==> src/hdl/isle_pkg.sv <==
// Shared types and codes for the indexed stack list engine.
package isle_pkg;

  localparam logic [1:0] CMD_PUSH   = 2'd0;
  localparam logic [1:0] CMD_POP    = 2'd1;
  localparam logic [1:0] CMD_GET    = 2'd2;
  localparam logic [1:0] CMD_REMOVE = 2'd3;

  localparam logic [1:0] ST_OK    = 2'd0;
  localparam logic [1:0] ST_EMPTY = 2'd1;
  localparam logic [1:0] ST_FULL  = 2'd2;

  typedef struct packed {
    logic        we;
    logic [7:0]  waddr;
    logic [31:0] wdata;
    logic        re;
    logic [7:0]  raddr;
  } mem_req_t;

  typedef struct packed {
    logic [31:0] data;
    logic [1:0]  status;
    logic [4:0]  fill;
  } result_t;

endpackage

==> src/hdl/isle_store.sv <==
// Entry memory: one write port, one read port with registered read data.
module isle_store #(
  parameter int CAPACITY = 16
) (
  input  logic               clk,
  input  isle_pkg::mem_req_t req,
  output logic [31:0]        rdata
);
  import isle_pkg::*;

  localparam int AW = $clog2(CAPACITY);

  logic [31:0] mem [CAPACITY];

  always_ff @(posedge clk) begin
    if (req.we) begin
      mem[req.waddr[AW-1:0]] <= req.wdata;
    end
  end

  always_ff @(posedge clk) begin
    if (req.re) begin
      rdata <= mem[req.raddr[AW-1:0]];
    end
  end

endmodule

==> src/hdl/isle_ctrl.sv <==
// Command sequencer: fill count, range checks and the shift-down loop for remove.
module isle_ctrl #(
  parameter int CAPACITY = 16
) (
  input  logic               clk,
  input  logic               rst,
  input  logic               in_valid,
  output logic               in_stall,
  input  logic [1:0]         command,
  input  logic [7:0]         index,
  input  logic [31:0]        value,
  output isle_pkg::mem_req_t req,
  input  logic [31:0]        rdata,
  output logic               res_valid,
  input  logic               res_take,
  output isle_pkg::result_t  res
);
  import isle_pkg::*;

  localparam int CW = $clog2(CAPACITY + 1);
  localparam int XW = (CW > 8) ? CW : 8;
  localparam logic [CW-1:0] CAP = CW'(CAPACITY);

  localparam logic [2:0] S_IDLE = 3'd0;
  localparam logic [2:0] S_READ = 3'd1;
  localparam logic [2:0] S_SHRD = 3'd2;
  localparam logic [2:0] S_SHWR = 3'd3;
  localparam logic [2:0] S_DONE = 3'd4;

  logic [2:0]    state;
  logic [1:0]    cmd;
  logic [7:0]    idx;
  logic [31:0]   data;
  logic [1:0]    stat;
  logic [CW-1:0] count;
  logic [CW-1:0] ptr;

  logic          accept;
  logic [XW-1:0] index_ext;
  logic [XW-1:0] idx_ext;
  logic [XW-1:0] count_ext;
  logic [XW-1:0] idx_inc;
  logic [CW-1:0] ptr_inc;

  assign accept    = in_valid && (state == S_IDLE);
  assign in_stall  = (state != S_IDLE);
  assign index_ext = XW'(index);
  assign idx_ext   = XW'(idx);
  assign count_ext = XW'(count);
  assign idx_inc   = idx_ext + XW'(1);
  assign ptr_inc   = ptr + CW'(1);

  always_comb begin
    req = '0;
    unique case (state)
      S_IDLE: begin
        if (accept) begin
          unique case (command)
            CMD_PUSH: begin
              req.we    = (count < CAP);
              req.waddr = 8'(count);
              req.wdata = value;
            end
            CMD_POP: begin
              req.re    = 1'b1;
              req.raddr = 8'(count - CW'(1));
            end
            default: begin
              req.re    = 1'b1;
              req.raddr = index;
            end
          endcase
        end
      end
      S_SHRD: begin
        req.re    = 1'b1;
        req.raddr = 8'(ptr);
      end
      S_SHWR: begin
        req.we    = 1'b1;
        req.waddr = 8'(ptr - CW'(1));
        req.wdata = rdata;
      end
      default: ;
    endcase
  end

  always_ff @(posedge clk) begin
    if (rst) begin
      state <= S_IDLE;
      count <= '0;
    end else begin
      unique case (state)
        S_IDLE: begin
          if (accept) begin
            cmd  <= command;
            idx  <= index;
            data <= '0;
            unique case (command)
              CMD_PUSH: begin
                if (count >= CAP) begin
                  stat <= ST_FULL;
                end else begin
                  stat  <= ST_OK;
                  count <= count + CW'(1);
                end
                state <= S_DONE;
              end
              CMD_POP: begin
                if (count == '0) begin
                  stat  <= ST_EMPTY;
                  state <= S_DONE;
                end else begin
                  stat  <= ST_OK;
                  count <= count - CW'(1);
                  state <= S_READ;
                end
              end
              default: begin
                if (index_ext >= count_ext) begin
                  stat  <= ST_EMPTY;
                  state <= S_DONE;
                end else begin
                  stat  <= ST_OK;
                  state <= S_READ;
                end
              end
            endcase
          end
        end
        S_READ: begin
          data <= rdata;
          if (cmd == CMD_REMOVE) begin
            if (idx_inc < count_ext) begin
              ptr   <= CW'(idx_inc);
              state <= S_SHRD;
            end else begin
              count <= count - CW'(1);
              state <= S_DONE;
            end
          end else begin
            state <= S_DONE;
          end
        end
        S_SHRD: begin
          state <= S_SHWR;
        end
        S_SHWR: begin
          ptr <= ptr_inc;
          if (ptr_inc < count) begin
            state <= S_SHRD;
          end else begin
            count <= count - CW'(1);
            state <= S_DONE;
          end
        end
        S_DONE: begin
          if (res_take) begin
            state <= S_IDLE;
          end
        end
        default: state <= S_IDLE;
      endcase
    end
  end

  assign res_valid   = (state == S_DONE);
  assign res.data    = data;
  assign res.status  = stat;
  assign res.fill    = count_ext[4:0];

endmodule

==> src/hdl/indexed_stack_list_engine_core.sv <==
// Top level of the indexed stack list engine: sequencer, entry memory, output register.
//
//   channel | signals                                  | direction
//   input   | in_valid, in_stall, command, index, value | in (in_stall out)
//   output  | out_valid, out_stall, data_out, status,   | out (out_stall in)
//           | fill_count                               |
//
// A push, or any command rejected by the range check, goes from idle straight to
// done; pop, get and remove pass through the read state, and remove at index i
// then runs count - i - 1 read/write pairs, one entry move per pair on the single read port.
// One word is held in the output register; the input is taken again once the
// result has moved there, so while the output stalls one more item is taken
// and finished, then the input stalls until the output register drains.
// Reset empties the list at once; memory contents are left as they are.
module indexed_stack_list_engine_core #(
  parameter int CAPACITY = 16
) (
  input  logic        clk,
  input  logic        rst,
  input  logic        in_valid,
  output logic        in_stall,
  input  logic [1:0]  command,
  input  logic [7:0]  index,
  input  logic [31:0] value,
  output logic        out_valid,
  input  logic        out_stall,
  output logic [31:0] data_out,
  output logic [1:0]  status,
  output logic [4:0]  fill_count
);
  import isle_pkg::*;

  mem_req_t    req;
  logic [31:0] rdata;
  logic        res_valid;
  logic        res_take;
  result_t     res;

  isle_ctrl #(.CAPACITY(CAPACITY)) u_ctrl (
    .clk       (clk),
    .rst       (rst),
    .in_valid  (in_valid),
    .in_stall  (in_stall),
    .command   (command),
    .index     (index),
    .value     (value),
    .req       (req),
    .rdata     (rdata),
    .res_valid (res_valid),
    .res_take  (res_take),
    .res       (res)
  );

  isle_store #(.CAPACITY(CAPACITY)) u_store (
    .clk   (clk),
    .req   (req),
    .rdata (rdata)
  );

  assign res_take = res_valid && (!out_valid || !out_stall);

  always_ff @(posedge clk) begin
    if (rst) begin
      out_valid <= 1'b0;
    end else if (res_take) begin
      out_valid <= 1'b1;
    end else if (!out_stall) begin
      out_valid <= 1'b0;
    end
  end

  always_ff @(posedge clk) begin
    if (res_take) begin
      data_out   <= res.data;
      status     <= res.status;
      fill_count <= res.fill;
    end
  end

endmodule

==> config.mk <==
export PLATFORM = sky130hd
export DESIGN_NAME = indexed_stack_list_engine_core
export DESIGN_NICKNAME = d
export VERILOG_FILES = /design/src/hdl/isle_pkg.sv /design/src/hdl/isle_store.sv /design/src/hdl/isle_ctrl.sv /design/src/hdl/indexed_stack_list_engine_core.sv
export SDC_FILE = /design/constraint.sdc
export NUM_CORES = 1
export LEC_CHECK = 0
export ABC_CLOCK_PERIOD_IN_PS = 6800
export BUFFER_PORTS_ARGS = -buffer_cell sky130_fd_sc_hd__buf_2
export CAP_MARGIN = 10
export CORE_UTILIZATION = 32
export CTS_BUF_LIST = sky130_fd_sc_hd__clkbuf_16
export DETAILED_ROUTE_END_ITERATION = 8
export PLACE_DENSITY = 0.47
export SETUP_SLACK_MARGIN = 0.1
export SKIP_CTS_REPAIR_TIMING = 1
export SLEW_MARGIN = 20
export SYNTH_ARGS = -nofsm -noshare
export SYNTH_HDL_FRONTEND = slang
export SYNTH_SLANG_ARGS = --single-unit
==> constraint.sdc <==
create_clock -name clk -period 6.8 [get_ports clk]
set_input_delay 1.36 -clock clk [delete_from_list [all_inputs] [get_ports clk]]
set_output_delay 1.36 -clock clk [all_outputs]
set_load 0.05 [all_outputs]
== Word level (Yosys, flattened, before mapping) ==
Memory sizes are Yosys's and may differ from the RTL's. A register that Yosys moved wholly into a read port is not among the register bits.
Cells that the tools add are included.
Cells by class
  reduce and logical (&&, ||, !) cells: 17
  add/sub/neg operators: 6
  eq/ne operators: 16
  muxes and demuxes: 35
  bitwise logic cells: 1
  $lt $le $gt $ge: 5
Operators by type and width (count)
  $pmux 41 s2: 1
  $pmux 32 s2: 1
  $mux 50: 1
  $mux 41: 1
  $mux 5: 8
  $pmux 9 s2: 2
  $mux 32: 1
  $mux 3: 7
  $pmux 5 s2: 2
  $pmux 3 s5: 1
  $pmux 5 s3: 1
  $sub 5x1->6 const B: 2
  $add 5x1->5 const B: 2
  $ne 2x1->1 const B: 5
  $ne 3x3->1 const B: 3
  $add 8x1->8 const B: 1
  $ge 8x5->1: 1
  $lt 8x5->1: 1
  $reduce_and 8->1: 1
  $eq 3x2->1 const B: 2
  $mux 1: 6
  $pmux 3 s2: 1
  $reduce_and 3->1: 2
  $reduce_bool 3->1: 2
  21 further kinds: 25
Word-level totals
  memories kept: 1
  flip-flop bits (word level): 97
  output and inout bits: 41
  RAM bits: 512
Memories
  u_store.mem: depth 16, bits a word 32, rd ports 1, clocked after memory_dff 1, wr ports 1, line isle_store.sv:13  | logic [31:0] mem [CAPACITY];

== Depth between registers and ports, before layout ==
Gate-level depths: netlist of run 1.
  word-level depth: 6
  gate-level depth with buffers: 12

== Modules after synthesis ==
A second synthesis of run 1 with hierarchy kept.
Unflattened totals
  cells, all modules: 1222
  area, all modules: 24851.3 um^2
Modules (own cells, without submodules)
  isle_store: instances 1, area an instance 20155.6 um^2, cells each 838
  isle_ctrl: instances 1, area an instance 3488.3 um^2, cells each 341
  indexed_stack_list_engine_core: instances 1, area an instance 1207.4 um^2, cells each 43

== Worst setup path before layout of run 1 ==
No wires, ideal clock.
  path kind: input -> register
  from: input port in_valid
  to: memory u_store.mem[6][0], enable pin
  stages on the path: 7
  path buffers: 1
  path slack: 2270 ps
  data arrival time: 4109 ps
  data required time: 6379 ps
  cell sequence: or4b_1 > buf_2 > nor3_4 > inv_1 > o41ai_1 > nand2_1 > nor2_1
On the way
  longest elaborated chain between the ends: 5
Ends and longest elaborated chain
  start: declaration: line indexed_stack_list_engine_core.sv:20  | input logic in_valid,
  $logic_and 1x1->1 *: line isle_ctrl.sv:45  | assign accept = in_valid && (state == S_IDLE);
  $mux 50 *: line isle_ctrl.sv:57  | if (accept) begin
  $pmux 41 s2 *: line isle_ctrl.sv:55  | unique case (state)
  $mux 1: line isle_store.sv:16  | if (req.we) begin
  $mux 1 (not written as such): line isle_store.sv:17  | mem[req.waddr[AW-1:0]] <= req.wdata;
  end: declaration: line isle_store.sv:13
Every way passes the cells marked *; elsewhere a longest branch is shown, timed or not.

== Worst setup path after layout of run 1 ==
  from: register u_ctrl.state[1]
  to: memory u_store.mem[5][13], enable pin
On the way
  longest elaborated chain between the ends: 6
  elaborated cells on any way between the ends: 7
  those cells by class: 1 x eq/ne; 4 x mux; 2 x reduce/logical
Ends and longest elaborated chain
  start: declaration: line isle_ctrl.sv:30  | logic [2:0] state;
  start signal: assignment: line isle_ctrl.sv:90  | state <= S_IDLE;
  start signal: assignment: line isle_ctrl.sv:107  | state <= S_DONE;
  start signal: assignment: line isle_ctrl.sv:112  | state <= S_DONE;
  $logic_not 3->1: line isle_ctrl.sv:45, isle_ctrl.sv:55
  $logic_and 1x1->1: line isle_ctrl.sv:45
  $mux 50: line isle_ctrl.sv:57
  $pmux 41 s2 *: line isle_ctrl.sv:55
  $mux 1: line isle_store.sv:16
  $mux 1 (not written as such): line isle_store.sv:17
Marked as above.

==> results of run 1 <==
-- flip-flops by register name, indices dropped and copies added, names as in the netlist --
signal / cells
u_store.mem: 512
out_valid: 1
u_ctrl.idx: 8
fill_count: 5
data_out: 32
u_ctrl.count: 5
u_ctrl.data: 32
u_ctrl.state: 3
u_ctrl.stat: 2
u_store.rdata: 32
u_ctrl.ptr: 5
status: 2
u_ctrl.cmd: 2
-- cell usage after synthesis (all sizes together), types with 3 or more instances --
cell type	number	area, µm²
a21o	3	22.5
nor3	8	56.3
and2	34	213
edfxtp	632	19000
nand3	72	360
o211ai	3	22.5
nor4b	3	32.5
or2	3	18.8
xnor2	7	61.3
and3	6	37.5
a31oi	3	18.8
a22o	33	289
a211oi	5	37.5
o221ai	31	272
ha	19	238
clkbuf	114	428
o31ai	3	22.5
inv	10	37.5
nand2	217	815
a21oi	78	394
xor2	3	26.3
nor2	41	161
buf	37	209
o21ai	142	711
a22oi	33	248
a32o	63	631
a311oi	64	561
nand2b	4	25.0
o21a	4	30.0
a32oi	64	561
or4	4	30.0
dfxtp	9	180
-- power groups by stage --
stage | Combinational, mW | Clock, mW | Sequential [mW]
finish | 0.652 | 3.54 | 4.45
global route | 0.703 | 3.75 | 4.46
CTS | 0.656 | 3.61 | 4.45
detailed placement | 0.654 | 0 | 4.54
global placement | 0.652 | 0 | 4.54
floorplan | 0.385 | 0 | 4.55
-- metal layers --
| layer | part of all wire | routed length [µm] | vias up |
|---|---|---|---|
| met2 | 0.48 | 35300 | 595 |
| met4 | 0.020 | 1450 | 4 |
| li1 | - | - | 7221 |
| met3 | 0.063 | 4690 | 102 |
| met5 | 0.00038 | 28 | - |
| met1 | 0.44 | 32600 | 8428 |
-- cell type report --
| class | instances | area [µm²] |
|---|---|---|
| clock buffers | 72 | 1800 |
| multi-input cells | 975 | 6350 |
| diodes | 2 | 5.00 |
| fillers | 7592 | 50500 |
| clock inverters | 53 | 315 |
| flip-flops and latches | 641 | 19200 |
| well taps | 1060 | 1330 |
| inverters | 11 | 41.3 |
| repair buffers | 127 | 946 |
-- metrics by stage --
stage                     setup WS (ns)  power (mW)  instances  utilization  area (µm²)
final                              2.27        8.64       2941        0.372       29900
after global routing               2.01        8.91       2939        0.372       29900
after CTS                          2.19        8.72       2939        0.372       29900
after detailed placement           1.92        5.19       2814        0.346       27800
after global placement             1.96        5.19       2803        0.343       27600
after floorplan                    2.27        4.94       1778            -       25900
-- worst min-delay path by stage --
stage / startpoint / to / slack [ns] / depth (start not counted)
after floorplan: u_ctrl.data[0]$_SDFFCE_PP0P_ / data_out[0]$_DFFE_PP_ / 0.40 / 0
after global placement: u_ctrl.stat[1]$_DFFE_PP_ / status[1]$_DFFE_PP_ / 0.40 / 0
after detailed placement: u_ctrl.data[24]$_SDFFCE_PP0P_ / data_out[24]$_DFFE_PP_ / 0.41 / 0
after CTS: u_ctrl.data[24]$_SDFFCE_PP0P_ / data_out[24]$_DFFE_PP_ / 0.42 / 0
after global routing: u_ctrl.data[24]$_SDFFCE_PP0P_ / data_out[24]$_DFFE_PP_ / 0.42 / 0
final: u_ctrl.data[16]$_SDFFCE_PP0P_ / data_out[16]$_DFFE_PP_ / 0.42 / 0
-- cells by family (layout without fill, tap and decap cells) --
logic type                 count (synthesis)  after routing  synth area share
buffers and inverters                    162            263            0.0261
muxes                                      2              2          0.000820
xor gates and xnor gates                  10             10           0.00338
other                                      0              2                 0
adders and majority gates                 19             19           0.00916
AOI/OAI and AO/OA                        541            541             0.151
DFF                                      641            641             0.738
and+or+nand+nor                          403            403            0.0706
==> results.py, run 1 <==
metrics = {
    "clock_network": {
        "clock_latency_ns": 0.60,
        "cts_root_buf": "clkbuf_16",
        "cts_made_buffers": 71,
        "clkTransAtPathRegs_ns": 0.06,
        "cts_tree": "yes",
        "cts.sinks": 641,
        "ctsHtreeMaxLevel": 3,
        "clk_path_buf_depth": 3,
    },
    "grt": {
        "antenna_found_initial": 5,
        "grt_use_met2": 0.292,
        "grt_pass1_vias": 16134,
        "grt_pass1_wl_um": 109000,
        "busiest_layer": "met2",
        "overflow": 0,
        "use_met3": 0.0304,
        "use_met1": 0.243,
        "grtUsageTotal": 0.178,
        "grt_max_degree": 105,
    },
    "worst_setup_path": {
        "cpMaxStageDelayCell": "nor2_4",
        "worst_setup_path_start_kind": "flop",
        "cp.arrival_ns": 4.79,
        "cp_num_buf_inv": 3,
        "r2r_slack_ns": 2.27,
        "r2r_end": "u_store.mem[5][13]$_DFFE_PP_",
        "crit_start": "u_ctrl.state[1]$_SDFFE_PP0P_",
        "critPathCaptureType": "flop",
        "cp-endpoint": "u_store.mem[5][13]$_DFFE_PP_",
        "cp.depth": 8,
        "critPathMaxStageDelay_ns": 0.82,
        "cp_top_family": "simple AND/OR/NAND/NOR gates",
        "critical_path_class": "flop to flop",
        "worstPathCellList": "clkinv_1, nor2_4, buf_4, nand2_1, o21ai_0, nand2_1, nor2_4, buf_4",
        "reg2reg_from": "u_ctrl.state[1]$_SDFFE_PP0P_",
        "cp.required_ns": 7.06,
        "critPathMaxFanout": 25,
        "ff2ff_path_depth": 8,
    },
    "power": {
        "power.density_nw_per_um2": 289,
        "pwr-share-comb": 0.075,
        "p_leak_nw": 9.61,
        "sw_frac_of_total": 0.234,
        "pwr-share-seq": 0.515,
        "irDropWorstVdd_uv": 148,
        "p_int_mw": 6.63,
        "p_sw_mw": 2.02,
        "p_clk_frac": 0.409,
    },
    "sta": {
        "rsz0062_at_grt": "no",
        "finalCritPeriodShare": 0.666,
        "period_needed_ns": 4.53,
        "finalMaxSlewViolations": 0,
        "holdWs_ns": 0.417,
        "fmax_mhz": 221,
        "slew_headroom": 0.276,
        "clock_skew_ns": 0.0219,
        "tns_ns": 0,
        "finalHoldViolCount": 0,
        "max_slew.worst_pin.slew_ns": 1.08,
        "setup_viol": 0,
    },
    "synth": {
        "netlist_area_um2": 25900,
        "ys.flop_type": "edfxtp_1",
        "synth_async_sr_flop_share": 0,
        "yosysSeqAreaShare": 0.738,
        "synth_cells": 1778,
        "synth_edf_count": 632,
        "yosysWarnings": 0,
        "syn_nets": 1843,
        "synth-seq-cells": 641,
        "synth.avg_cell_area_um2": 14.6,
        "synthDistinctLibCells": 62,
    },
    "cells_and_area": {
        "area_delta_synth_final_pct": 15.4,
        "finalNetCount": 1892,
        "layout_commonest_cell": "edfxtp_1",
        "final_cell_mix": "edfxtp_1, nand2_1, o21ai_0",
        "drive_gt1_frac": 0.135,
    },
    "worst_hold_path": {
        "hold_class": "flop to flop",
    },
    "drt": {
        "ant_nets": 0,
        "wl_per_cell_um": 25.2,
        "first_iter_violations": 1680,
        "first_pass_iters": 5,
        "drt-total-wl_um": 74000,
        "vias": 16350,
        "drc": 0,
        "drt-vias-per-instance": 5.56,
    },
    "place": {
        "gp_congestion": 0.824,
        "hpwl_um": 41900,
        "portBuffers": 86,
    },
    "floorplan": {
        "initial_utilization": 0.323,
        "fp-row-count": 104,
        "die_h_um": 287,
        "placeableCoreArea_um2": 80400,
        "fp.dieW_um": 287,
        "die_area_um2": 82200,
        "io_pins": 87,
    },
    "run": {
        "maxCapViolations": 0,
    },
    "status": {
        "status": "completed",
    },
}
Power figures use the tool's default switching activity.
==> run 2, diff against run 1 <==
--- a/config.mk
+++ b/config.mk
@@ -5,7 +5,7 @@
 export SDC_FILE = /design/constraint.sdc
 export NUM_CORES = 1
 export LEC_CHECK = 0
-export ABC_CLOCK_PERIOD_IN_PS = 6800
+export ABC_CLOCK_PERIOD_IN_PS = 4600
 export BUFFER_PORTS_ARGS = -buffer_cell sky130_fd_sc_hd__buf_2
 export CAP_MARGIN = 10
 export CORE_UTILIZATION = 32
==> constraint.sdc (replaced) <==
create_clock -name clk -period 4.6 [get_ports clk]
set_input_delay 0.92 -clock clk [delete_from_list [all_inputs] [get_ports clk]]
set_output_delay 0.92 -clock clk [all_outputs]
set_load 0.05 [all_outputs]
==> results.py, run 2 (synthesis results as in run 1) <==
metrics = {
    "status": {
        "status": "completed",
    },
    "worst_setup_path": {
        "cp_top_family": "compound AO/OA/AOI/OAI gates",
        "critPathMaxStageDelay_ns": 0.49,
        "crit_start": "u_ctrl.count[1]$_SDFFE_PP0P_",
        "cp_num_buf_inv": 2,
        "r2r_end": "u_store.rdata[11]$_DFFE_PP_",
        "reg2reg_from": "u_ctrl.count[1]$_SDFFE_PP0P_",
        "cpMaxStageDelayCell": "or3b_2",
        "cp.arrival_ns": 3.73,
        "cp.required_ns": 4.91,
        "ff2ff_path_depth": 9,
        "critical_path_class": "flop to flop",
        "critPathMaxFanout": 58,
        "cp-endpoint": "u_store.rdata[11]$_DFFE_PP_",
        "worstPathCellList": "inv_1, ha_1, or3b_2, a21oi_4, or2_4, buf_12, a32oi_1, a22oi_1, o221ai_1",
        "worst_setup_path_start_kind": "flop",
        "r2r_slack_ns": 1.18,
        "critPathCaptureType": "flop",
        "cp.depth": 9,
    },
    "sta": {
        "slew_headroom": 0.315,
        "period_needed_ns": 3.42,
        "finalMaxSlewViolations": 0,
        "tns_ns": 0,
        "finalHoldViolCount": 0,
        "setup_viol": 0,
        "clock_skew_ns": 0.0183,
        "finalCritPeriodShare": 0.744,
        "max_slew.worst_pin.slew_ns": 1.03,
        "rsz0062_at_grt": "no",
        "fmax_mhz": 292,
    },
    "grt": {
        "antenna_found_initial": 5,
        "grtUsageTotal": 0.176,
        "grt_pass1_wl_um": 108000,
        "overflow": 0,
        "grt_max_degree": 78,
        "grt_pass1_vias": 16118,
    },
    "floorplan": {
        "die_area_um2": 82200,
        "io_pins": 87,
        "fp-row-count": 104,
        "fp.dieW_um": 287,
        "initial_utilization": 0.323,
        "placeableCoreArea_um2": 80400,
        "die_h_um": 287,
    },
    "drt": {
        "drt-vias-per-instance": 5.52,
        "drt-total-wl_um": 73200,
        "drc": 0,
        "ant_nets": 0,
        "vias": 16393,
        "first_pass_iters": 6,
        "wl_per_cell_um": 24.6,
        "first_iter_violations": 1568,
    },
    "clock_network": {
        "clock_latency_ns": 0.60,
        "cts_root_buf": "clkbuf_16",
        "clkTransAtPathRegs_ns": 0.06,
        "cts_made_buffers": 70,
        "cts_tree": "yes",
        "cts.sinks": 641,
        "clk_path_buf_depth": 3,
        "ctsHtreeMaxLevel": 3,
    },
    "cells_and_area": {
        "layout_commonest_cell": "edfxtp_1",
        "antenna_cells": 0,
        "area_delta_synth_final_pct": 16.8,
        "largest_reg_flops": 512,
        "drive_gt1_frac": 0.152,
        "final_cell_mix": "edfxtp_1, nand2_1, o21ai_0",
        "fillers": 7542,
        "fin_area_um2": 30300,
        "finalNetCount": 1920,
    },
    "power": {
        "p_leak_nw": 9.77,
        "irDropWorstVdd_uv": 216,
        "power.density_nw_per_um2": 434,
    },
    "place": {
        "placed_area_um2": 28000,
        "portBuffers": 86,
        "gp_congestion": 0.825,
        "hpwl_um": 43100,
    },
    "worst_hold_path": {
        "hold_class": "flop to flop",
    },
    "run": {
        "maxCapViolations": 0,
    },
}
run 2: worst min path at each step:
stage	slack [ns]	startpoint	to	depth (start not counted)
after floorplan	0.40	u_ctrl.data[0]$_SDFFCE_PP0P_	data_out[0]$_DFFE_PP_	0
after global placement	0.40	u_ctrl.stat[1]$_DFFE_PP_	status[1]$_DFFE_PP_	0
after detailed placement	0.40	u_ctrl.data[26]$_SDFFCE_PP0P_	data_out[26]$_DFFE_PP_	0
after CTS	0.42	u_ctrl.data[26]$_SDFFCE_PP0P_	data_out[26]$_DFFE_PP_	0
after global routing	0.42	u_ctrl.data[26]$_SDFFCE_PP0P_	data_out[26]$_DFFE_PP_	0
final	0.41	u_ctrl.data[26]$_SDFFCE_PP0P_	data_out[26]$_DFFE_PP_	0
run 2: layout make-up:
class / instances / area [µm²] / area share
clock buffer: 72 / 1800 / 0.0595
timing repair buffer: 156 / 1140 / 0.0378
sequential: 641 / 19200 / 0.632
inverter: 11 / 41.3 / 0.00136
multi-input combinational: 975 / 6350 / 0.210
tap: 1060 / 1330 / 0.0438
clock inverter: 55 / 465 / 0.0154
run 2: report_power, final:
part	internal (mW)	switching, mW
sequential	6.51	0.0681
combinational	0.316	0.680
clock	3.29	2.28
run 2: stage by stage:
step                      hold WS, ns  power [mW]   util  setup WS (ns)  cells
after CTS                       0.415        13.3  0.377           1.21   2970
after floorplan                 0.400        7.30      -          0.510   1778
after global routing            0.419        13.6  0.377           1.07   2970
final                           0.414        13.1  0.377           1.18   2970
after global placement          0.401        7.69  0.348          0.759   2843
after detailed placement        0.405        7.70  0.348          0.762   2843
run 2: routing by layer:
metal  GRT usage  wire, µm  up-vias
met5           0         0        -
met4      0.0517      1400        0
met3      0.0234      4190       87
met2       0.293     35700      563
met1       0.240     31900     8470
li1            -         -     7273
run 2: worst register-to-register path, cell delays in order, from the launching register on:
cell,delay (ns)
dfxtp_1,0.31
inv_1,0.23
ha_1,0.33
or3b_2,0.49
a21oi_4,0.18
or2_4,0.44
buf_12,0.37
a32oi_1,0.20
a22oi_1,0.37
o221ai_1,0.23
